--- src/rtl/rdc_pkg.sv ---
// ---------------------------------------------------------------------------
// rdc_pkg: shared definitions for the radix digit converter
// Widths, radix limits, controller states, the link between digit cells and
// the digit to ASCII mapping.
// ---------------------------------------------------------------------------
package rdc_pkg;

  localparam int VALUE_BITS_DEF = 32;
  localparam int RADIX_W        = 5;
  localparam int DIGIT_W        = 4;
  localparam int CHAR_W         = 7;

  localparam logic [RADIX_W-1:0] RADIX_MIN   = 5'd2;
  localparam logic [RADIX_W-1:0] RADIX_MAX   = 5'd16;
  localparam logic [RADIX_W-1:0] RADIX_RESET = 5'd10;

  localparam logic [CHAR_W-1:0] CHAR_ZERO = 7'd48;
  localparam logic [CHAR_W-1:0] CHAR_A    = 7'd65;
  localparam logic [DIGIT_W-1:0] DIGIT_TEN = 4'd10;

  typedef enum logic [1:0] {
    ST_IDLE,
    ST_CONV,
    ST_EMIT
  } rdc_state_t;

  // Carry handed from one digit cell to the next, with its step strobe
  typedef struct packed {
    logic active;
    logic carry;
  } rdc_link_t;

  function automatic logic [CHAR_W-1:0] digit_ascii(input logic [DIGIT_W-1:0] d);
    logic [CHAR_W-1:0] c;
    if (d < DIGIT_TEN) begin
      c = CHAR_ZERO + CHAR_W'(d);
    end else begin
      c = CHAR_A + CHAR_W'(d - DIGIT_TEN);
    end
    return c;
  endfunction

endpackage

--- src/rtl/rdc_channels.sv ---
// ---------------------------------------------------------------------------
// rdc_channels: valid/ready channels of the radix digit converter
// Input value channel, digit output channel and radix write channel.
// ---------------------------------------------------------------------------
interface rdc_value_if #(
  parameter int VALUE_BITS = 32
);
  logic                         valid;
  logic                         ready;
  logic signed [VALUE_BITS-1:0] value;

  modport source (output valid, output value, input ready);
  modport sink   (input valid, input value, output ready);
endinterface

interface rdc_digit_if;
  logic       valid;
  logic       ready;
  logic [6:0] digit_char;
  logic       last_digit;

  modport source (output valid, output digit_char, output last_digit, input ready);
  modport sink   (input valid, input digit_char, input last_digit, output ready);
endinterface

interface rdc_cfg_if;
  logic       valid;
  logic       ready;
  logic [4:0] radix;

  modport source (output valid, output radix, input ready);
  modport sink   (input valid, input radix, output ready);
endinterface

--- src/rtl/radix_digit_converter.sv ---
// ---------------------------------------------------------------------------
// radix_digit_converter: signed integer to base-N ASCII digit string
// Conversion runs through the digit cell chain: one magnitude bit enters per
// cycle and carries ripple one cell per cycle. Leading zeros are then skipped
// and digit words are sent, stalling while the receiver is not ready. A new
// value is taken only in idle, after every digit word of the last one is issued.
// Reset: synchronous, radix returns to 10, controller to idle, no word held.
// ---------------------------------------------------------------------------
module radix_digit_converter
  import rdc_pkg::*;
#(
  parameter int VALUE_BITS = VALUE_BITS_DEF
) (
  input  logic           clk,
  input  logic           rst,
  rdc_value_if.sink      number,
  rdc_cfg_if.sink        cfg,
  rdc_digit_if.source    digit
);

  localparam int MAG_W = VALUE_BITS - 1;
  localparam int NC    = VALUE_BITS - 1;
  localparam int CNT_W = $clog2(2 * VALUE_BITS);
  localparam int REM_W = $clog2(VALUE_BITS);
  localparam logic [CNT_W-1:0] CONV_LAST = CNT_W'(MAG_W + NC - 2);
  localparam logic [CNT_W-1:0] FEED_LEN  = CNT_W'(MAG_W);
  localparam logic [REM_W-1:0] REM_FULL  = REM_W'(NC);
  localparam logic [REM_W-1:0] REM_ONE   = REM_W'(1);

  rdc_state_t         state;
  rdc_state_t         state_next;
  logic [RADIX_W-1:0] radix;
  logic [RADIX_W-1:0] radix_eff;
  logic [MAG_W-1:0]   mag;
  logic [CNT_W-1:0]   cnt;
  logic [REM_W-1:0]   remain;
  logic               started;
  logic               out_valid;
  logic [CHAR_W-1:0]  out_char;
  logic               out_last;

  logic               accept;
  logic               in_ready;
  logic               slot_free;
  logic               skip;
  logic               emit;
  logic               chain_shift;
  rdc_link_t          head_link;
  rdc_link_t          link [NC];
  logic [DIGIT_W-1:0] digits [NC];
  logic [DIGIT_W-1:0] top_digit;

  // Radix register and its clamp to 2..16
  assign cfg.ready = 1'b1;

  always_ff @(posedge clk) begin
    if (rst) begin
      radix <= RADIX_RESET;
    end else if (cfg.valid && cfg.ready) begin
      radix <= cfg.radix;
    end
  end

  always_comb begin
    if (radix < RADIX_MIN) begin
      radix_eff = RADIX_MIN;
    end else if (radix > RADIX_MAX) begin
      radix_eff = RADIX_MAX;
    end else begin
      radix_eff = radix;
    end
  end

  assign number.ready = in_ready;
  assign accept       = number.valid && in_ready;
  assign top_digit    = digits[NC-1];
  assign slot_free    = !out_valid || digit.ready;

  // Next state
  always_comb begin
    state_next = state;
    case (state)
      ST_IDLE: begin
        if (accept) begin
          state_next = ST_CONV;
        end
      end
      ST_CONV: begin
        if (cnt == CONV_LAST) begin
          state_next = ST_EMIT;
        end
      end
      ST_EMIT: begin
        if (emit && remain == REM_ONE) begin
          state_next = ST_IDLE;
        end
      end
      default: state_next = ST_IDLE;
    endcase
  end

  // Controller outputs
  always_comb begin
    in_ready         = 1'b0;
    head_link.active = 1'b0;
    head_link.carry  = 1'b0;
    skip             = 1'b0;
    emit             = 1'b0;
    case (state)
      ST_IDLE: begin
        in_ready = 1'b1;
      end
      ST_CONV: begin
        head_link.active = (cnt < FEED_LEN);
        head_link.carry  = (cnt < FEED_LEN) && mag[MAG_W-1];
      end
      ST_EMIT: begin
        skip = (remain > REM_ONE) && (top_digit == '0) && !started;
        emit = !skip && slot_free;
      end
      default: begin
        in_ready = 1'b0;
      end
    endcase
  end

  assign chain_shift = skip || emit;

  // Sequencer registers
  always_ff @(posedge clk) begin
    if (rst) begin
      state   <= ST_IDLE;
      cnt     <= '0;
      remain  <= '0;
      started <= 1'b0;
    end else begin
      state <= state_next;
      if (accept) begin
        cnt     <= '0;
        remain  <= REM_FULL;
        started <= 1'b0;
      end else begin
        if (state == ST_CONV) begin
          cnt <= cnt + 1'b1;
        end
        if (chain_shift) begin
          remain <= remain - 1'b1;
        end
        if (emit) begin
          started <= 1'b1;
        end
      end
    end
  end

  // Load the magnitude, drop it for negatives, feed it MSB first
  always_ff @(posedge clk) begin
    if (accept) begin
      mag <= number.value[VALUE_BITS-1] ? '0 : number.value[MAG_W-1:0];
    end else if (state == ST_CONV) begin
      mag <= {mag[MAG_W-2:0], 1'b0};
    end
  end

  // Output word register
  always_ff @(posedge clk) begin
    if (rst) begin
      out_valid <= 1'b0;
    end else if (emit) begin
      out_valid <= 1'b1;
    end else if (digit.ready) begin
      out_valid <= 1'b0;
    end
  end

  always_ff @(posedge clk) begin
    if (emit) begin
      out_char <= digit_ascii(top_digit);
      out_last <= (remain == REM_ONE);
    end
  end

  assign digit.valid      = out_valid;
  assign digit.digit_char = out_char;
  assign digit.last_digit = out_last;

  // Digit cell chain, least significant cell first
  for (genvar i = 0; i < NC; i++) begin : g_cell
    if (i == 0) begin : g_head
      rdc_cell u_cell (
        .clk      (clk),
        .rst      (rst),
        .clear    (accept),
        .shift    (chain_shift),
        .radix    (radix_eff),
        .link_in  (head_link),
        .digit_in ({DIGIT_W{1'b0}}),
        .link_out (link[i]),
        .digit    (digits[i])
      );
    end else begin : g_body
      rdc_cell u_cell (
        .clk      (clk),
        .rst      (rst),
        .clear    (accept),
        .shift    (chain_shift),
        .radix    (radix_eff),
        .link_in  (link[i-1]),
        .digit_in (digits[i-1]),
        .link_out (link[i]),
        .digit    (digits[i])
      );
    end
  end

endmodule

--- src/rtl/rdc_cell.sv ---
// ---------------------------------------------------------------------------
// rdc_cell: one digit cell of the conversion chain
// Holds one digit in the current radix. On each step it doubles its digit,
// adds the carry from the lower cell and passes its own carry up in the cycle
// after. In emit mode the chain shifts digits toward the top cell.
// ---------------------------------------------------------------------------
module rdc_cell
  import rdc_pkg::*;
(
  input  logic               clk,
  input  logic               rst,
  input  logic               clear,
  input  logic               shift,
  input  logic [RADIX_W-1:0] radix,
  input  rdc_link_t          link_in,
  input  logic [DIGIT_W-1:0] digit_in,
  output rdc_link_t          link_out,
  output logic [DIGIT_W-1:0] digit
);

  logic [RADIX_W-1:0] dbl;
  logic [RADIX_W-1:0] dbl_sub;
  logic               over;

  // Double and fold back into range
  always_comb begin
    dbl     = {digit, link_in.carry};
    over    = (dbl >= radix);
    dbl_sub = dbl - radix;
  end

  // Hold the digit and the registered link to the next cell
  always_ff @(posedge clk) begin
    if (rst) begin
      link_out <= '0;
    end else if (clear) begin
      link_out <= '0;
      digit    <= '0;
    end else if (shift) begin
      link_out <= '0;
      digit    <= digit_in;
    end else begin
      link_out.active <= link_in.active;
      link_out.carry  <= link_in.active & over;
      if (link_in.active) begin
        digit <= over ? dbl_sub[DIGIT_W-1:0] : dbl[DIGIT_W-1:0];
      end
    end
  end

endmodule

--- src/flat_wrapper.sv ---
// flat-port wrapper written by rule: the top's interface ports become plain ports
module radix_digit_converter_flat import rdc_pkg::*;
#(
  parameter int VALUE_BITS = VALUE_BITS_DEF
)
  (clk, rst, number_valid, number_value, number_ready, cfg_valid, cfg_radix, cfg_ready, digit_valid, digit_digit_char, digit_last_digit, digit_ready);
  rdc_value_if #(.VALUE_BITS(VALUE_BITS)) number_i ();
  rdc_cfg_if cfg_i ();
  rdc_digit_if digit_i ();
  input  logic clk;
  input  logic rst;
  input wire logic [$bits(number_i.valid)-1:0] number_valid;
  input wire logic [$bits(number_i.value)-1:0] number_value;
  output wire logic [$bits(number_i.ready)-1:0] number_ready;
  input wire logic [$bits(cfg_i.valid)-1:0] cfg_valid;
  input wire logic [$bits(cfg_i.radix)-1:0] cfg_radix;
  output wire logic [$bits(cfg_i.ready)-1:0] cfg_ready;
  output wire logic [$bits(digit_i.valid)-1:0] digit_valid;
  output wire logic [$bits(digit_i.digit_char)-1:0] digit_digit_char;
  output wire logic [$bits(digit_i.last_digit)-1:0] digit_last_digit;
  input wire logic [$bits(digit_i.ready)-1:0] digit_ready;
  assign number_i.valid = number_valid;
  assign number_i.value = number_value;
  assign number_ready = number_i.ready;
  assign cfg_i.valid = cfg_valid;
  assign cfg_i.radix = cfg_radix;
  assign cfg_ready = cfg_i.ready;
  assign digit_valid = digit_i.valid;
  assign digit_digit_char = digit_i.digit_char;
  assign digit_last_digit = digit_i.last_digit;
  assign digit_i.ready = digit_ready;
  radix_digit_converter #(.VALUE_BITS(VALUE_BITS)) u_core (.clk(clk), .rst(rst), .number(number_i), .cfg(cfg_i), .digit(digit_i));
endmodule
--- config.mk ---
export PLATFORM = sky130hd
export DESIGN_NAME = radix_digit_converter_flat
export DESIGN_NICKNAME = d
export VERILOG_FILES = /design/src/rtl/rdc_pkg.sv /design/src/rtl/rdc_channels.sv /design/src/rtl/radix_digit_converter.sv /design/src/rtl/rdc_cell.sv /design/src/flat_wrapper.sv
export SDC_FILE = /design/constraint.sdc
export NUM_CORES = 1
export LEC_CHECK = 0
export ABC_AREA = 1
export BUFFER_PORTS_ARGS = -buffer_cell sky130_fd_sc_hd__buf_2
export CAP_MARGIN = 20
export CORE_UTILIZATION = 53
export DETAILED_ROUTE_END_ITERATION = 12
export PLACE_DENSITY = 0.76
export SLEW_MARGIN = 20
export SYNTH_ARGS = -nofsm -noshare
export SYNTH_HDL_FRONTEND = slang
export SYNTH_SLANG_ARGS = --single-unit
--- constraint.sdc ---
create_clock -name clk -period 22.3 [get_ports clk]
set_input_delay 1.115 -clock clk [delete_from_list [all_inputs] [get_ports clk]]
set_output_delay 1.115 -clock clk [all_outputs]
set_load 0.05 [all_outputs]
==> results.cfg <==
[yosys]
synthesis.nets = 2493
ys_types = 35
async_flop_share_pct = 0
synthTopCellsByArea = edfxtp_1 28%, nand2_1 14%, ha_1 12%
synth_compound_area_share_pct = 5.74
synth.avg_cell_area_sq_um = 7.73
synth-simple-area-share_pct = 29.4
synth.most_common_cell = nand2_1
yosysTopAreaCell = edfxtp_1
yosys.area.top_type_share_pct = 28.1
yosysWarnings = 0
synth.top_cells.by_count = 665 x nand2_1, 343 x inv_1, 227 x nor2_1
synthXorXnorAreaFrac_pct = 2.71
synthCells = 2256
syn_area_sq_mm = 0.0174
ys_ff_latch = 243
synth_top_family_by_area = simple AND/OR/NAND/NOR gates
muxShareOfSynthArea_pct = 0
synth-seq-area-share_pct = 37.2
synth_edf_count = 163
synthAdderAreaFrac_pct = 15.3
synthFlopType = edfxtp_1

[placement]
hpwl_mm = 26.3
gp_congestion = 0.872
numPortBuffers = 51
dp_slack_ns = 18.78

[outcome]
status = finished, final reports clean

[floorplanning]
boundaryPins = 53
die_h_um = 183
die_area_sq_mm = 0.0336
num_rows = 66
start_util_pct = 53.8
core_sq_mm = 0.0325
die_x_um = 183

[run]
drv_cap = 0

[worst_setup_path]
worstSetupPathType = flip-flop to flip-flop
cp_max_fo = 31
arrival_ns = 3.81
start_kind = flip-flop
path_cells = inv_1, buf_4, nand2_2, ha_1, nand2_1, inv_1, a21oi_1, nand3_1, or2_2, nand3_2, nand2_1
endpoint_kind = flip-flop
cp_slowest_cell = nand2_2
required_ns = 22.60
slowest_delay_ns = 0.76

[timing]
layout_setup_ws_ns = 18.79
setup_violations = 0
fmax_ghz = 0.285
fin_tns_setup_ns = 0
fin_crit_sh_pct = 15.7
fin_skew_ns = 0.0127
maxSlewViolCount = 0
slew_headroom_pct = 25.2
rsz0062_at_grt = no
period_minus_slack_ns = 3.51
hold_viol_final = 0
tightestPinTransition_ns = 1.12

[cts]
cts-resized-gates = 0
cts_sinks = 243
cts_setup_buffers = 0
worstSkewPairLatency_ns = 0.55
cts_made_buffers = 28
cts_max_level = 1
clockBufferDepth = 3
cts_root_buf = clkbuf_16
cts_tree = built
clk_pin_slew_ns = 0.06
cts_hold_buf = 0

[grt]
grt_pass1_wl_mm = 68.4
antenna_found_initial = 0
grt.total_usage_pct = 24.7
grt_max_degree = 82
grt_remaining_overflow = 0
grt_pass1_vias = 14500

[detailed_routing]
drt_iter0_markers = 1028
drtPass1Iterations = 5
ant_nets = 0
vias = 14600
drc_errors = 0
vias_per_cell = 5.30
routed_wl_mm = 40.2
wl_per_cell_um = 14.5

[hold_path]
hold_class = flip-flop to flip-flop

[final_layout]
syn_to_final_growth_pct = 8.62
drive_gt1_share_pct = 8.71
nets = 2535
antenna_cells = 0
fillers = 2853

[power]
p_leak_nw = 9.13
power.density_mw_per_mm2 = 75.5
ir_drop_mv = 0.0593
## kinds of logic (layout without fill, tap and decap cells)
group	Yosys count	in the layout
xor+xnor	54	54
compound gates	195	195
flops	243	243
buf+inv	399	463
simple gates	1169	1169
other cells	1	1
fa+ha+maj	195	195
## worst max-delay path: cells and delay by family, from the launching register on
kind,cells,cell delay [ns]
AND/OR/NAND/NOR,6,1.59
adder cells (fa/ha/maj),1,0.66
buffers and inverters,3,0.46
flip-flops,1,0.34
AO/OA/AOI/OAI,1,0.18
## cells in the final DEF (no fill, tap or decap), types with 2 or more instances in the layout
master / Yosys / routed
clkbuf_1: 15 / 9
clkinv_2: 0 / 5
fa_1: 31 / 31
o21a_1: 8 / 8
o21ai_1: 14 / 14
nand4_1: 81 / 81
edfxtp_1: 163 / 163
a21oi_1: 61 / 61
clkbuf_8: 0 / 3
ha_1: 164 / 164
nand3_1: 107 / 107
nand3_2: 39 / 39
nand2_2: 2 / 5
xnor2_1: 24 / 24
dfxtp_1: 80 / 80
o21ai_0: 109 / 108
nand2_4: 2 / 2
buf_2: 18 / 51
inv_2: 4 / 4
bufinv_16: 0 / 3
xor2_1: 30 / 30
nor2_2: 3 / 3
or2_2: 35 / 35
inv_1: 343 / 343
nor3_1: 4 / 3
nand2_1: 665 / 662
clkbuf_16: 0 / 29
nor3_2: 1 / 2
buf_4: 10 / 13
nor2_1: 227 / 227
## power by group
| part | internal (mW) | total, mW | switching, mW |
|---|---|---|---|
| Combinational | 0.151 | 0.406 | 0.256 |
| Clock | 0.284 | 0.472 | 0.189 |
| Sequential | 0.530 | 0.552 | 0.0228 |
## worst paths after layout
kind / startpoint / endpoint / slack (ns) / cells past startpoint
max: u_core.radix[4] / u_core.g_cell[23].g_body.u_cell.digit[3] / 18.79 / 11
min: u_core.g_cell[14].g_body.u_cell.link_out[1] / u_core.g_cell[15].g_body.u_cell.link_out[1] / 0.44 / 2
max reg2reg: u_core.radix[4] / u_core.g_cell[23].g_body.u_cell.digit[3] / 18.79 / 11
min reg2reg: u_core.g_cell[14].g_body.u_cell.link_out[1] / u_core.g_cell[15].g_body.u_cell.link_out[1] / 0.44 / 2
## layer usage
layer | vias to the layer above | wire length [um] | global-route usage, %
li1 | 7370 | - | -
met1 | 6780 | 17600 | 31.7
met2 | 398 | 19400 | 43.6
met3 | 85 | 2010 | 2.56
met4 | 0 | 1150 | 7.87
met5 | - | 0 | 0
## metrics by stage
| step | hold slack [ns] | utilization (%) | area, sq um | cells | power, mW |
|---|---|---|---|---|---|
| global route | 0.466 | 58.4 | 18900 | 2762 | 1.52 |
| finish | 0.438 | 58.4 | 18900 | 2762 | 1.43 |
| CTS | 0.439 | 58.4 | 18900 | 2762 | 1.43 |
| global placement | 0.430 | 55.5 | 18000 | 2710 | 0.944 |
| detailed placement | 0.428 | 55.5 | 18000 | 2710 | 0.962 |
| floorplan | 0.418 | - | 17400 | 2256 | 0.877 |
## cell type report
class                           count  area (sq um)  share of cell area, %
Tap cell                          442           553                   2.92
Inverter                          347          1300                   6.87
Timing Repair Buffer               64           353                   1.86
Clock inverter                     11           140                  0.740
Multi-Input combinational cell   1614          9300                   49.1
Sequential cell                   243          6500                   34.3
Clock buffer                       41           801                   4.23
## flip-flops by register name, indices dropped and copies added, names as in the netlist, 4 cells and up
name                                  count
u_core.g_cell.g_body.u_cell.digit       120
u_core.g_cell.g_body.u_cell.link_out     58
u_core.mag                               31
u_core.digit.digit_char                   7
u_core.cnt                                6
u_core.radix                              5
u_core.remain                             5
u_core.g_cell.g_head.u_cell.digit         4
Note: power is estimated with default switching activity, not from simulation.
